### src/hw/rtl/wdvs_pkg.sv
// ----------------------------------------------------------------------------
// Water dispense valve sequencer package
// Shared types and constants for the valve sequencer: transfer payloads,
// item modes, valve phase codes and register indexes.
// ----------------------------------------------------------------------------
`default_nettype none

package wdvs_pkg;

  localparam int COUNT_BITS_DEF = 16;
  localparam int CFG_INDEX_BITS = 4;
  localparam int CFG_DATA_BITS  = 16;
  localparam int USAGE_BITS     = 20;
  localparam logic [USAGE_BITS-1:0] USAGE_MAX = 20'hFFFFF;
  localparam logic [15:0] SHOWN_MAX = 16'hFFFF;

  typedef enum logic [1:0] {
    MODE_TICK  = 2'd0,
    MODE_PULSE = 2'd1,
    MODE_START = 2'd2,
    MODE_STOP  = 2'd3
  } mode_t;

  typedef enum logic [1:0] {
    PH_START = 2'd0,
    PH_WAIT  = 2'd1,
    PH_HOLD  = 2'd2
  } phase_t;

  localparam logic [CFG_INDEX_BITS-1:0] CFG_PULSES_PER_10ML      = 4'd0;
  localparam logic [CFG_INDEX_BITS-1:0] CFG_PADDING_PULSES       = 4'd1;
  localparam logic [CFG_INDEX_BITS-1:0] CFG_WAIT_TICKS           = 4'd2;
  localparam logic [CFG_INDEX_BITS-1:0] CFG_RATE_LATCH_THRESHOLD = 4'd3;

  typedef struct packed {
    mode_t       mode;
    logic [15:0] target_pulses;
    logic        error_active;
  } in_t;

  typedef struct packed {
    logic                  status;
    logic                  air_valve_open;
    logic                  inlet_valve_open;
    logic                  outlet_valve_open;
    logic [15:0]           dispensed_pulses;
    logic                  outage_start;
    logic                  outage_stop;
    logic                  rate_latch;
    logic                  usage_valid;
    logic [USAGE_BITS-1:0] usage_ml;
    logic                  end_sound;
  } out_t;

endpackage

`default_nettype wire

### src/hw/rtl/water_dispense_valve_sequencer_top.sv
// ----------------------------------------------------------------------------
// Water dispense valve sequencer
// Drives the air, inlet and outlet valves of a metered dispense from ticks,
// flow pulses, start and stop items, and reports usage at close.
// ----------------------------------------------------------------------------
// One item is taken at a time and gives one result. Most items pass through
// the result register and then the output register. The tick that starts
// the close sequence with a nonzero pulses_per_10ml also passes through the
// serial restoring divider, which forms the usage quotient one bit per cycle,
// and then the scaling state. A result waiting in the output register does
// not stop the next item from entering.
// Configuration writes are taken in any cycle and must come only while idle.
`default_nettype none

module water_dispense_valve_sequencer_top #(
  parameter int COUNT_BITS = wdvs_pkg::COUNT_BITS_DEF
) (
  input  wire                                 clk,
  input  wire                                 rst,
  input  wire                                 in_valid,
  output logic                                in_ready,
  input  wdvs_pkg::in_t                       in_data,
  output logic                                out_valid,
  input  wire                                 out_ready,
  output wdvs_pkg::out_t                      out_data,
  input  wire                                 cfg_valid,
  output logic                                cfg_ready,
  input  wire [wdvs_pkg::CFG_INDEX_BITS-1:0]  cfg_index,
  input  wire [wdvs_pkg::CFG_DATA_BITS-1:0]   cfg_data
);
  import wdvs_pkg::*;

  localparam int WB = (COUNT_BITS > 16) ? COUNT_BITS : 16;
  localparam int PW = (COUNT_BITS + 4 > USAGE_BITS) ? COUNT_BITS + 4 : USAGE_BITS;
  localparam int BCW = $clog2(COUNT_BITS + 1);

  typedef enum logic [3:0] {
    S_IDLE  = 4'b0001,
    S_DIV   = 4'b0010,
    S_SCALE = 4'b0100,
    S_DONE  = 4'b1000
  } state_t;

  state_t state;

  logic [15:0] pulses_per_10ml;
  logic [7:0]  padding_pulses;
  logic [7:0]  wait_ticks;
  logic [15:0] rate_latch_threshold;

  logic                  dispense_request;
  logic [15:0]           target_count;
  phase_t                open_phase;
  phase_t                close_phase;
  logic [7:0]            wait_count;
  logic [7:0]            padding_count;
  logic [COUNT_BITS-1:0] pulse_count;
  logic                  counting_enabled;
  logic                  air_open;
  logic                  inlet_open;
  logic                  outlet_open;

  logic                  dispense_request_next;
  logic [15:0]           target_count_next;
  phase_t                open_phase_next;
  phase_t                close_phase_next;
  logic [7:0]            wait_count_next;
  logic [7:0]            padding_count_next;
  logic [COUNT_BITS-1:0] pulse_count_next;
  logic                  counting_enabled_next;
  logic                  air_open_next;
  logic                  inlet_open_next;
  logic                  outlet_open_next;

  out_t                  res;
  out_t                  res_next;
  logic                  div_go;
  logic                  report;
  logic [COUNT_BITS-1:0] shown;

  logic [COUNT_BITS-1:0] dvd;
  logic [15:0]           rem;
  logic [BCW-1:0]        bit_cnt;
  logic [16:0]           rem_sh;
  logic                  rem_ge;
  logic [PW-1:0]         prod;

  logic in_xfer;

  assign in_ready  = (state == S_IDLE);
  assign cfg_ready = 1'b1;
  assign in_xfer   = in_valid && in_ready;

  always_comb begin
    dispense_request_next = dispense_request;
    target_count_next     = target_count;
    open_phase_next       = open_phase;
    close_phase_next      = close_phase;
    wait_count_next       = wait_count;
    padding_count_next    = padding_count;
    pulse_count_next      = pulse_count;
    counting_enabled_next = counting_enabled;
    air_open_next         = air_open;
    inlet_open_next       = inlet_open;
    outlet_open_next      = outlet_open;
    res_next              = '0;
    div_go                = 1'b0;
    report                = 1'b0;

    unique case (in_data.mode)
      MODE_TICK: begin
        if (dispense_request &&
            (in_data.error_active ||
             (WB'(target_count) <= WB'(pulse_count)))) begin
          dispense_request_next = 1'b0;
          res_next.end_sound    = 1'b1;
          res_next.status       = 1'b1;
        end else if (dispense_request) begin
          close_phase_next = PH_START;
          case (open_phase)
            PH_START: begin
              air_open_next      = 1'b0;
              inlet_open_next    = 1'b1;
              padding_count_next = padding_pulses;
              wait_count_next    = wait_ticks;
              open_phase_next    = PH_WAIT;
            end
            PH_WAIT: begin
              if (wait_count != 8'd0) begin
                wait_count_next = wait_count - 8'd1;
              end else begin
                pulse_count_next      = '0;
                counting_enabled_next = 1'b1;
                res_next.outage_start = 1'b1;
                outlet_open_next      = 1'b1;
                open_phase_next       = PH_HOLD;
              end
            end
            PH_HOLD: begin
              inlet_open_next  = 1'b1;
              outlet_open_next = 1'b1;
              air_open_next    = 1'b0;
            end
            default: begin
            end
          endcase
        end else begin
          open_phase_next = PH_START;
          case (close_phase)
            PH_START: begin
              outlet_open_next      = 1'b0;
              air_open_next         = 1'b1;
              res_next.rate_latch   = (WB'(pulse_count) > WB'(rate_latch_threshold));
              report                = 1'b1;
              res_next.usage_valid  = 1'b1;
              div_go                = (pulses_per_10ml != 16'd0);
              pulse_count_next      = '0;
              counting_enabled_next = 1'b0;
              res_next.outage_stop  = 1'b1;
              wait_count_next       = wait_ticks;
              close_phase_next      = PH_WAIT;
            end
            PH_WAIT: begin
              if (wait_count != 8'd0) begin
                wait_count_next = wait_count - 8'd1;
              end else begin
                air_open_next    = 1'b1;
                inlet_open_next  = 1'b0;
                outlet_open_next = 1'b0;
                close_phase_next = PH_HOLD;
              end
            end
            default: begin
            end
          endcase
        end
      end
      MODE_PULSE: begin
        if (counting_enabled) begin
          if (padding_count == 8'd0) begin
            if (pulse_count != '1) begin
              pulse_count_next = pulse_count + COUNT_BITS'(1);
            end
          end else begin
            padding_count_next = padding_count - 8'd1;
          end
        end
      end
      MODE_START: begin
        dispense_request_next = 1'b1;
        target_count_next     = in_data.target_pulses;
      end
      MODE_STOP: begin
        dispense_request_next = 1'b0;
      end
      default: begin
      end
    endcase

    shown = report ? pulse_count : pulse_count_next;
    res_next.dispensed_pulses = (WB'(shown) > WB'(SHOWN_MAX)) ? SHOWN_MAX : 16'(shown);
    res_next.air_valve_open    = air_open_next;
    res_next.inlet_valve_open  = inlet_open_next;
    res_next.outlet_valve_open = outlet_open_next;
  end

  assign rem_sh = {rem, dvd[COUNT_BITS-1]};
  assign rem_ge = (rem_sh >= {1'b0, pulses_per_10ml});
  assign prod   = (PW'(dvd) << 3) + (PW'(dvd) << 1);

  always_ff @(posedge clk) begin
    if (rst) begin
      pulses_per_10ml      <= 16'd0;
      padding_pulses       <= 8'd10;
      wait_ticks           <= 8'd10;
      rate_latch_threshold <= 16'd50;
    end else if (cfg_valid && cfg_ready) begin
      unique case (cfg_index)
        CFG_PULSES_PER_10ML:      pulses_per_10ml      <= cfg_data;
        CFG_PADDING_PULSES:       padding_pulses       <= cfg_data[7:0];
        CFG_WAIT_TICKS:           wait_ticks           <= cfg_data[7:0];
        CFG_RATE_LATCH_THRESHOLD: rate_latch_threshold <= cfg_data;
        default: begin
        end
      endcase
    end
  end

  always_ff @(posedge clk) begin
    if (rst) begin
      dispense_request <= 1'b0;
      target_count     <= 16'd0;
      open_phase       <= PH_START;
      close_phase      <= PH_START;
      wait_count       <= 8'd0;
      padding_count    <= 8'd0;
      pulse_count      <= '0;
      counting_enabled <= 1'b0;
      air_open         <= 1'b0;
      inlet_open       <= 1'b0;
      outlet_open      <= 1'b0;
    end else if (in_xfer) begin
      dispense_request <= dispense_request_next;
      target_count     <= target_count_next;
      open_phase       <= open_phase_next;
      close_phase      <= close_phase_next;
      wait_count       <= wait_count_next;
      padding_count    <= padding_count_next;
      pulse_count      <= pulse_count_next;
      counting_enabled <= counting_enabled_next;
      air_open         <= air_open_next;
      inlet_open       <= inlet_open_next;
      outlet_open      <= outlet_open_next;
    end
  end

  always_ff @(posedge clk) begin
    if (rst) begin
      state     <= S_IDLE;
      out_valid <= 1'b0;
      bit_cnt   <= '0;
    end else begin
      if (state == S_DONE && (!out_valid || out_ready)) begin
        out_valid <= 1'b1;
      end else if (out_ready) begin
        out_valid <= 1'b0;
      end
      unique case (state)
        S_IDLE: begin
          if (in_xfer) begin
            res     <= res_next;
            dvd     <= pulse_count;
            rem     <= 16'd0;
            bit_cnt <= BCW'(COUNT_BITS);
            state   <= div_go ? S_DIV : S_DONE;
          end
        end
        S_DIV: begin
          rem     <= rem_ge ? 16'(rem_sh - {1'b0, pulses_per_10ml}) : rem_sh[15:0];
          dvd     <= {dvd[COUNT_BITS-2:0], rem_ge};
          bit_cnt <= bit_cnt - BCW'(1);
          if (bit_cnt == BCW'(1)) begin
            state <= S_SCALE;
          end
        end
        S_SCALE: begin
          res.usage_ml <= (prod > PW'(USAGE_MAX)) ? USAGE_MAX : prod[USAGE_BITS-1:0];
          state        <= S_DONE;
        end
        S_DONE: begin
          if (!out_valid || out_ready) begin
            out_data <= res;
            state    <= S_IDLE;
          end
        end
        default: begin
          state <= S_IDLE;
        end
      endcase
    end
  end

  a_outlet_needs_inlet: assert property (@(posedge clk) disable iff (rst)
    outlet_open |-> (inlet_open && !air_open))
    else $error("Outlet valve open without inlet open and air closed.");

  a_plain_item_skips_div: assert property (@(posedge clk) disable iff (rst)
    (in_xfer && !div_go) |=> (state == S_DONE))
    else $error("Item without a usage division did not go straight to output.");

  a_div_to_scale: assert property (@(posedge clk) disable iff (rst)
    (state == S_DIV && bit_cnt == BCW'(1)) |=> (state == S_SCALE))
    else $error("Divider did not hand over to scaling after the last bit.");

  a_done_loads_out: assert property (@(posedge clk) disable iff (rst)
    (state == S_DONE && (!out_valid || out_ready)) |=> (out_valid && state == S_IDLE))
    else $error("Finished result was not moved to the output register.");

  a_usage_only_reported: assert property (@(posedge clk) disable iff (rst)
    (out_valid && out_data.usage_ml != '0) |-> out_data.usage_valid)
    else $error("Nonzero usage on a result without a usage report.");

endmodule

`default_nettype wire
### config.mk
export PLATFORM = sky130hd
export DESIGN_NAME = water_dispense_valve_sequencer_top
export DESIGN_NICKNAME = d
export VERILOG_FILES = /design/src/hw/rtl/wdvs_pkg.sv /design/src/hw/rtl/water_dispense_valve_sequencer_top.sv
export SDC_FILE = /design/constraint.sdc
export NUM_CORES = 1
export LEC_CHECK = 0
export ABC_AREA = 1
export BUFFER_PORTS_ARGS = -buffer_cell sky130_fd_sc_hd__buf_4
export CAP_MARGIN = 20
export CORE_UTILIZATION = 45
export CTS_CLUSTER_SIZE = 40
export DETAILED_ROUTE_END_ITERATION = 6
export PLACE_DENSITY = 0.72
export SLEW_MARGIN = 25
export SYNTH_ARGS = -nofsm -noshare
export SYNTH_HDL_FRONTEND = slang
export SYNTH_SLANG_ARGS = --single-unit
### constraint.sdc
create_clock -name clk -period 6.2 [get_ports clk]
set_input_delay 1.24 -clock clk [delete_from_list [all_inputs] [get_ports clk]]
set_output_delay 1.24 -clock clk [all_outputs]
set_load 0.02 [all_outputs]
; ---- Word level (Yosys, flattened, before mapping)
; Cells that the tools add are included.
[totals]
word_cells = 206
mem_bits_ro = 0
out_inout_bits = 48
reg_bits = 235
latchBits = 0
memories = 0
ram_bits = 0
inputBits = 44
[op_classes]
shift = 0
n_eq_ne = 29
magnitude_cmp = 5
mul = 0
mux = 79
bitwise_logic = 6
reduce_logical = 41
n_div = 0
addsub = 6
[op_table]
columns = op, n
row1 = $mux W16, 12
row2 = $pmux W16 S2, 3
row3 = $mux W8, 7
row4 = $pmux W8 S2, 3
row5 = $pmux W20 S2, 1
row6 = $mux W1, 34
row7 = $mux W21, 1
row8 = $add A19 B17 Y20, 1
row9 = $gt A20 B20 Y1 const B, 1
row10 = $mux W20, 1
row11 = $reduce_and A3 Y1, 6
row12 = $ge A17 B16 Y1, 1
row13 = $add A16 B1 Y16 const B, 1
row14 = $gt A16 B16 Y1, 1
row15 = $gt A16 B16 Y1 const B, 1
row16 = $le A16 B16 Y1, 1
row17 = $mux W4, 4
row18 = $ne A16 B16 Y1 const B, 1
row19 = $pmux W4 S4, 1
row20 = $reduce_bool A16 Y1, 1
row21 = $sub A16 B16 Y16, 1
row22 = $sub A8 B1 Y8 const B, 2
row23 = $reduce_and A5 Y1, 3
row24 = $ne A2 B2 Y1 const B, 7
row25 = other kinds (34), 71

; ---- Longest topological paths before layout
[logic_depth]
word_depth = 8
depth_mapped = 19
ltp_nobuf = 19

; ---- Worst setup path before layout
; No wires, ideal clock.
[synth_path]
path_kind = in2reg
startpoint = input rst
endpoint = register out_data[0] (netlist name) (enable)
t_arrival_ns = 4.506
setup_ns = 0.493
cell_stages = 3
required_time_ns = 5.707
slack_ns = 1.201
path_buffers = 2
path_cell_list = clkbuf_1 clkbuf_1 nor3_1
[synth_via]
elab_chain_len = 2
[synth_rtl]
columns = element, line
row1 = "start, declared", water_dispense_valve_sequencer_top.sv:19  ; input wire rst,
row2 = $not A1 Y1 (no line), --
row3 = $reduce_and A3 Y1 (no line), --
row4 = "end signal, assigned", water_dispense_valve_sequencer_top.sv:292  ; out_data <= res;
row5 = "end, declared", water_dispense_valve_sequencer_top.sv:25  ; output wdvs_pkg::out_t out_data,
; No other way between the ends.
; A chain may end at the register's enable or synchronous reset.

; ---- Final worst setup path
[layout_path]
startpoint = input in_data[18] (netlist name)
endpoint = register res[22] (netlist name), data pin
[layout_via]
elab_chain_len = 3
[layout_rtl]
columns = element, line
row1 = "start, declared", water_dispense_valve_sequencer_top.sv:22  ; input wdvs_pkg::in_t in_data,
row2 = $logic_not A2 Y1, water_dispense_valve_sequencer_top.sv:110  ; unique case (in_data.mode)
row3 = $not A1 Y1 (no line), --
row4 = $reduce_or A4 Y1 (no line), --
row5 = "end signal, assigned", water_dispense_valve_sequencer_top.sv:271  ; res <= res_next;
row6 = "end, declared", water_dispense_valve_sequencer_top.sv:75  ; out_t res;
; No other way between the ends.

==> metrics <==
Netlist cell types 57; RD Place Congestion 0.928; unrepaired setup endpoints after global routing no; Total Nets Final 1,662; Synth Net Count 1,590; clock power share 40.0%; reg2reg end res[36]$_DFFE_PP_; Slew Limit Fails 0; CTS tree built; Max Cap Viol 0; Seq/Total Area, Yosys 47.2%; reg2reg setup slack 3.26 ns; Starting Density 45.7%; Sink Count 231; Worst Path Required 6.55 ns; Clock Tree Root clkbuf_16; critical-path cell list buf_4, inv_2, nand2_1, nor2_1, clkinv_1, a211oi_1; Slew HR 29.9%; Via density 5.34; WL/cell 15.3 µm; total number of vias 10.2k; worst-path cell with the longest stage delay nor2_1; largest delay contributor family on the critical path simple AND/OR/NAND/NOR gates; number of global-route vias before repair 9,561; port bufs 89; TritonCTS Buffers 25; worst path bufs/invs 3; status finished clean; Synth Cell Area 12,200 µm²; worst vdd ir 0.192 mV; Die ar. 27,900 µm²; die width 167 µm; Total GRT Usage 21.0%; register bit total from synthesis 231; setup_tns 0 ns; Final Cycle Share 49.0%; Sequential Power Share 45.1%; die height 167 µm; Core ar. 26,800 µm²; switching share of power 27.0%; initial antenna violation count 0; Avg Cell Area, Syn 8.31 µm²; # H-tree levels 1; Comb power frac 14.9%; clock insertion delay at the later pin of the skew report 0.53 ns; Worst Path Arrival 3.39 ns; first-pass GRT wire length 47,600 µm; worst setup path category in2reg; largest net degree at the start of global routing 87; FF-to-FF path depth 15; switching power 1.05 mW; maximum clock insertion buffer count 3; most frequent cells in the layout 255 x nand2_1, 173 x nor2_1, 151 x inv_1, 150 x o21ai_0, 131 x a21oi_1; crit-path max FO 13; DR iter-0 viols 828; Clock transition at path regs 0.06 ns; leakage 5.94 nW; WL final 29,200 µm; Final Hold Vio Count 0; Worst Tran Pin Value 1.05 ns; hold_buf cts 0; CP endpoint kind register; Area Overhead vs Synth 14.6%; # DRC 0; Fmax achieved 0.329 GHz; GRT overflow 0; Min-Delay Endpoint out_data[19]$_DFFE_PP_; slowest stage delay, CP 0.82 ns; post-CTS setup buffer count 0; worst clock skew 0.0279 ns; Synth warnings 0; number of detailed-route iterations in the first pass 7; power per cell area 276 nW/µm²; WP depth 6; CTS resizes 0; Rows 60; most common cell after layout, fill and taps aside nand2_1; Antenna diodes 0; post-layout minimum cycle time 3.04 ns; synthesized instance count 1,473; # IOs 92; Hold Path Class reg2reg; Antenna Nets Post-Route 0; FF-to-FF Start pulse_count[2]$_SDFFE_PP0P_; final setup vio count 0; layout cells sized above 1 11.6%; Critical Path Start Type input port; hold path startpoint res[19]$_DFFE_PP_; CP Launch Point in_data[18]; Int Pwr 2.83 mW; post-DP HPWL 21,000 µm; Fillers 2,474; hold path depth 0; Post-Route Utilization 52.4%
stage by stage:
| step | instances | power, mW | instance area (µm²) | hold WS, ns | setup WS (ns) |
|---|---|---|---|---|---|
| 2_1_floorplan | 1473 | 2.18 | 12200 | 0.400 | 1.20 |
| 3_3_place_gp | 1859 | 2.34 | 13200 | 0.401 | 2.81 |
| 3_5_place_dp | 1859 | 2.35 | 13200 | 0.405 | 2.72 |
| 4_1_cts | 1904 | 3.90 | 14000 | 0.393 | 3.27 |
| 5_1_grt | 1904 | 4.05 | 14000 | 0.411 | 2.95 |
| 6_report | 1904 | 3.88 | 14000 | 0.406 | 3.16 |
cell usage after synthesis (all sizes together):
master,count,share of area [%]
a211oi,1,0.061
a21boi,5,0.31
a21o,2,0.12
a21oi,134,5.5
a221oi,1,0.12
a311oi,1,0.12
a31oi,4,0.20
a41o,1,0.082
buf,18,0.87
clkbuf,31,0.95
clkinv,3,0.092
conb,2,0.061
dfxtp,115,19
edfxtp,116,28
fa,2,0.33
ha,71,7.3
inv,160,4.9
nand2,266,8.5
nand3,82,3.5
nand3b,3,0.32
nand4,30,1.6
nor2,183,6.0
nor3,20,1.1
nor3b,1,0.061
nor4,3,0.15
o2111ai,7,0.50
o211ai,4,0.25
o21a,5,0.31
o21ai,157,6.4
o21bai,3,0.18
o221ai,1,0.072
o22ai,3,0.15
o311ai,1,0.072
o31ai,1,0.061
or2,2,0.10
xnor2,13,0.93
xor2,21,1.5
flip-flops by register name (all words and copies together), names as in the netlist, 16 cells and up:
signal and cells:
target_count 16, out_data 42, dvd 16, pulses_per_10ml 16, pulse_count 16, rem 16, rate_latch_threshold 16, res 42
power groups by stage:
stage	registers (mW)	clock network, mW	logic [mW]
after floorplan	1.76	0	0.424
after global placement	1.78	0	0.557
after detailed placement	1.78	0	0.571
after CTS	1.75	1.58	0.575
after global routing	1.76	1.64	0.660
final	1.75	1.55	0.579
layer usage:
layer | share of wire (%) | GRT usage [%] | routed length [µm] | up-vias
li1 | - | - | - | 5122
met1 | 44 | 27.1 | 12700 | 4704
met2 | 48 | 36.6 | 14100 | 301
met3 | 5.8 | 2.85 | 1690 | 48
met4 | 2.3 | 5.84 | 669 | 0
met5 | 0 | 0 | 0 | -
cell type report:
class	count	area, µm²	share of cell area (%)
Multi-Input combinational cell	1030	5650	40.3
Timing Repair Buffer	94	706	5.03
Sequential cell	231	5790	41.2
Clock buffer	34	689	4.91
Clock inverter	11	161	1.15
Inverter	163	614	4.38
Tap cell	341	427	3.04
how the worst max path moves through the flow:
stage / endpoint / slack (ns)
after floorplan: out_data[0]$_DFFE_PP_ / 1.20
after global placement: res[29]$_DFFE_PP_ / 2.81
after detailed placement: res[22]$_SDFFCE_PP0P_ / 2.72
after CTS: res[22]$_SDFFCE_PP0P_ / 3.27
after global routing: res[29]$_DFFE_PP_ / 2.95
final: res[22]$_SDFFCE_PP0P_ / 3.16
cells by family (layout without fill, tap and decap cells):
| kind of cell | count (synthesis) | after routing | share of synthesized area [%] |
|---|---|---|---|
| AOI/OAI and AO/OA | 331 | 331 | 14.6 |
| xor gates and xnor gates | 34 | 34 | 2.43 |
| adders and majority gates | 73 | 73 | 7.58 |
| buffers and inverters | 212 | 302 | 6.84 |
| DFF | 231 | 231 | 47.2 |
| other | 2 | 2 | 0.0613 |
| and+or+nand+nor | 590 | 590 | 21.3 |
worst register-to-register path: stages (launching register included):
cell     delay (ns)
dfxtp_1        0.57
inv_1          0.30
ha_1           0.36
nand2_1        0.05
inv_1          0.07
nand2_1        0.05
nand2_1        0.05
nand2_1        0.04
nand2_1        0.06
nand2_1        0.05
nand2_1        0.06
nand2_1        0.11
nand2_2        0.26
nand3_1        0.34
nand3_1        0.22
nand2_1        0.08
Power figures use the tool's default switching activity.
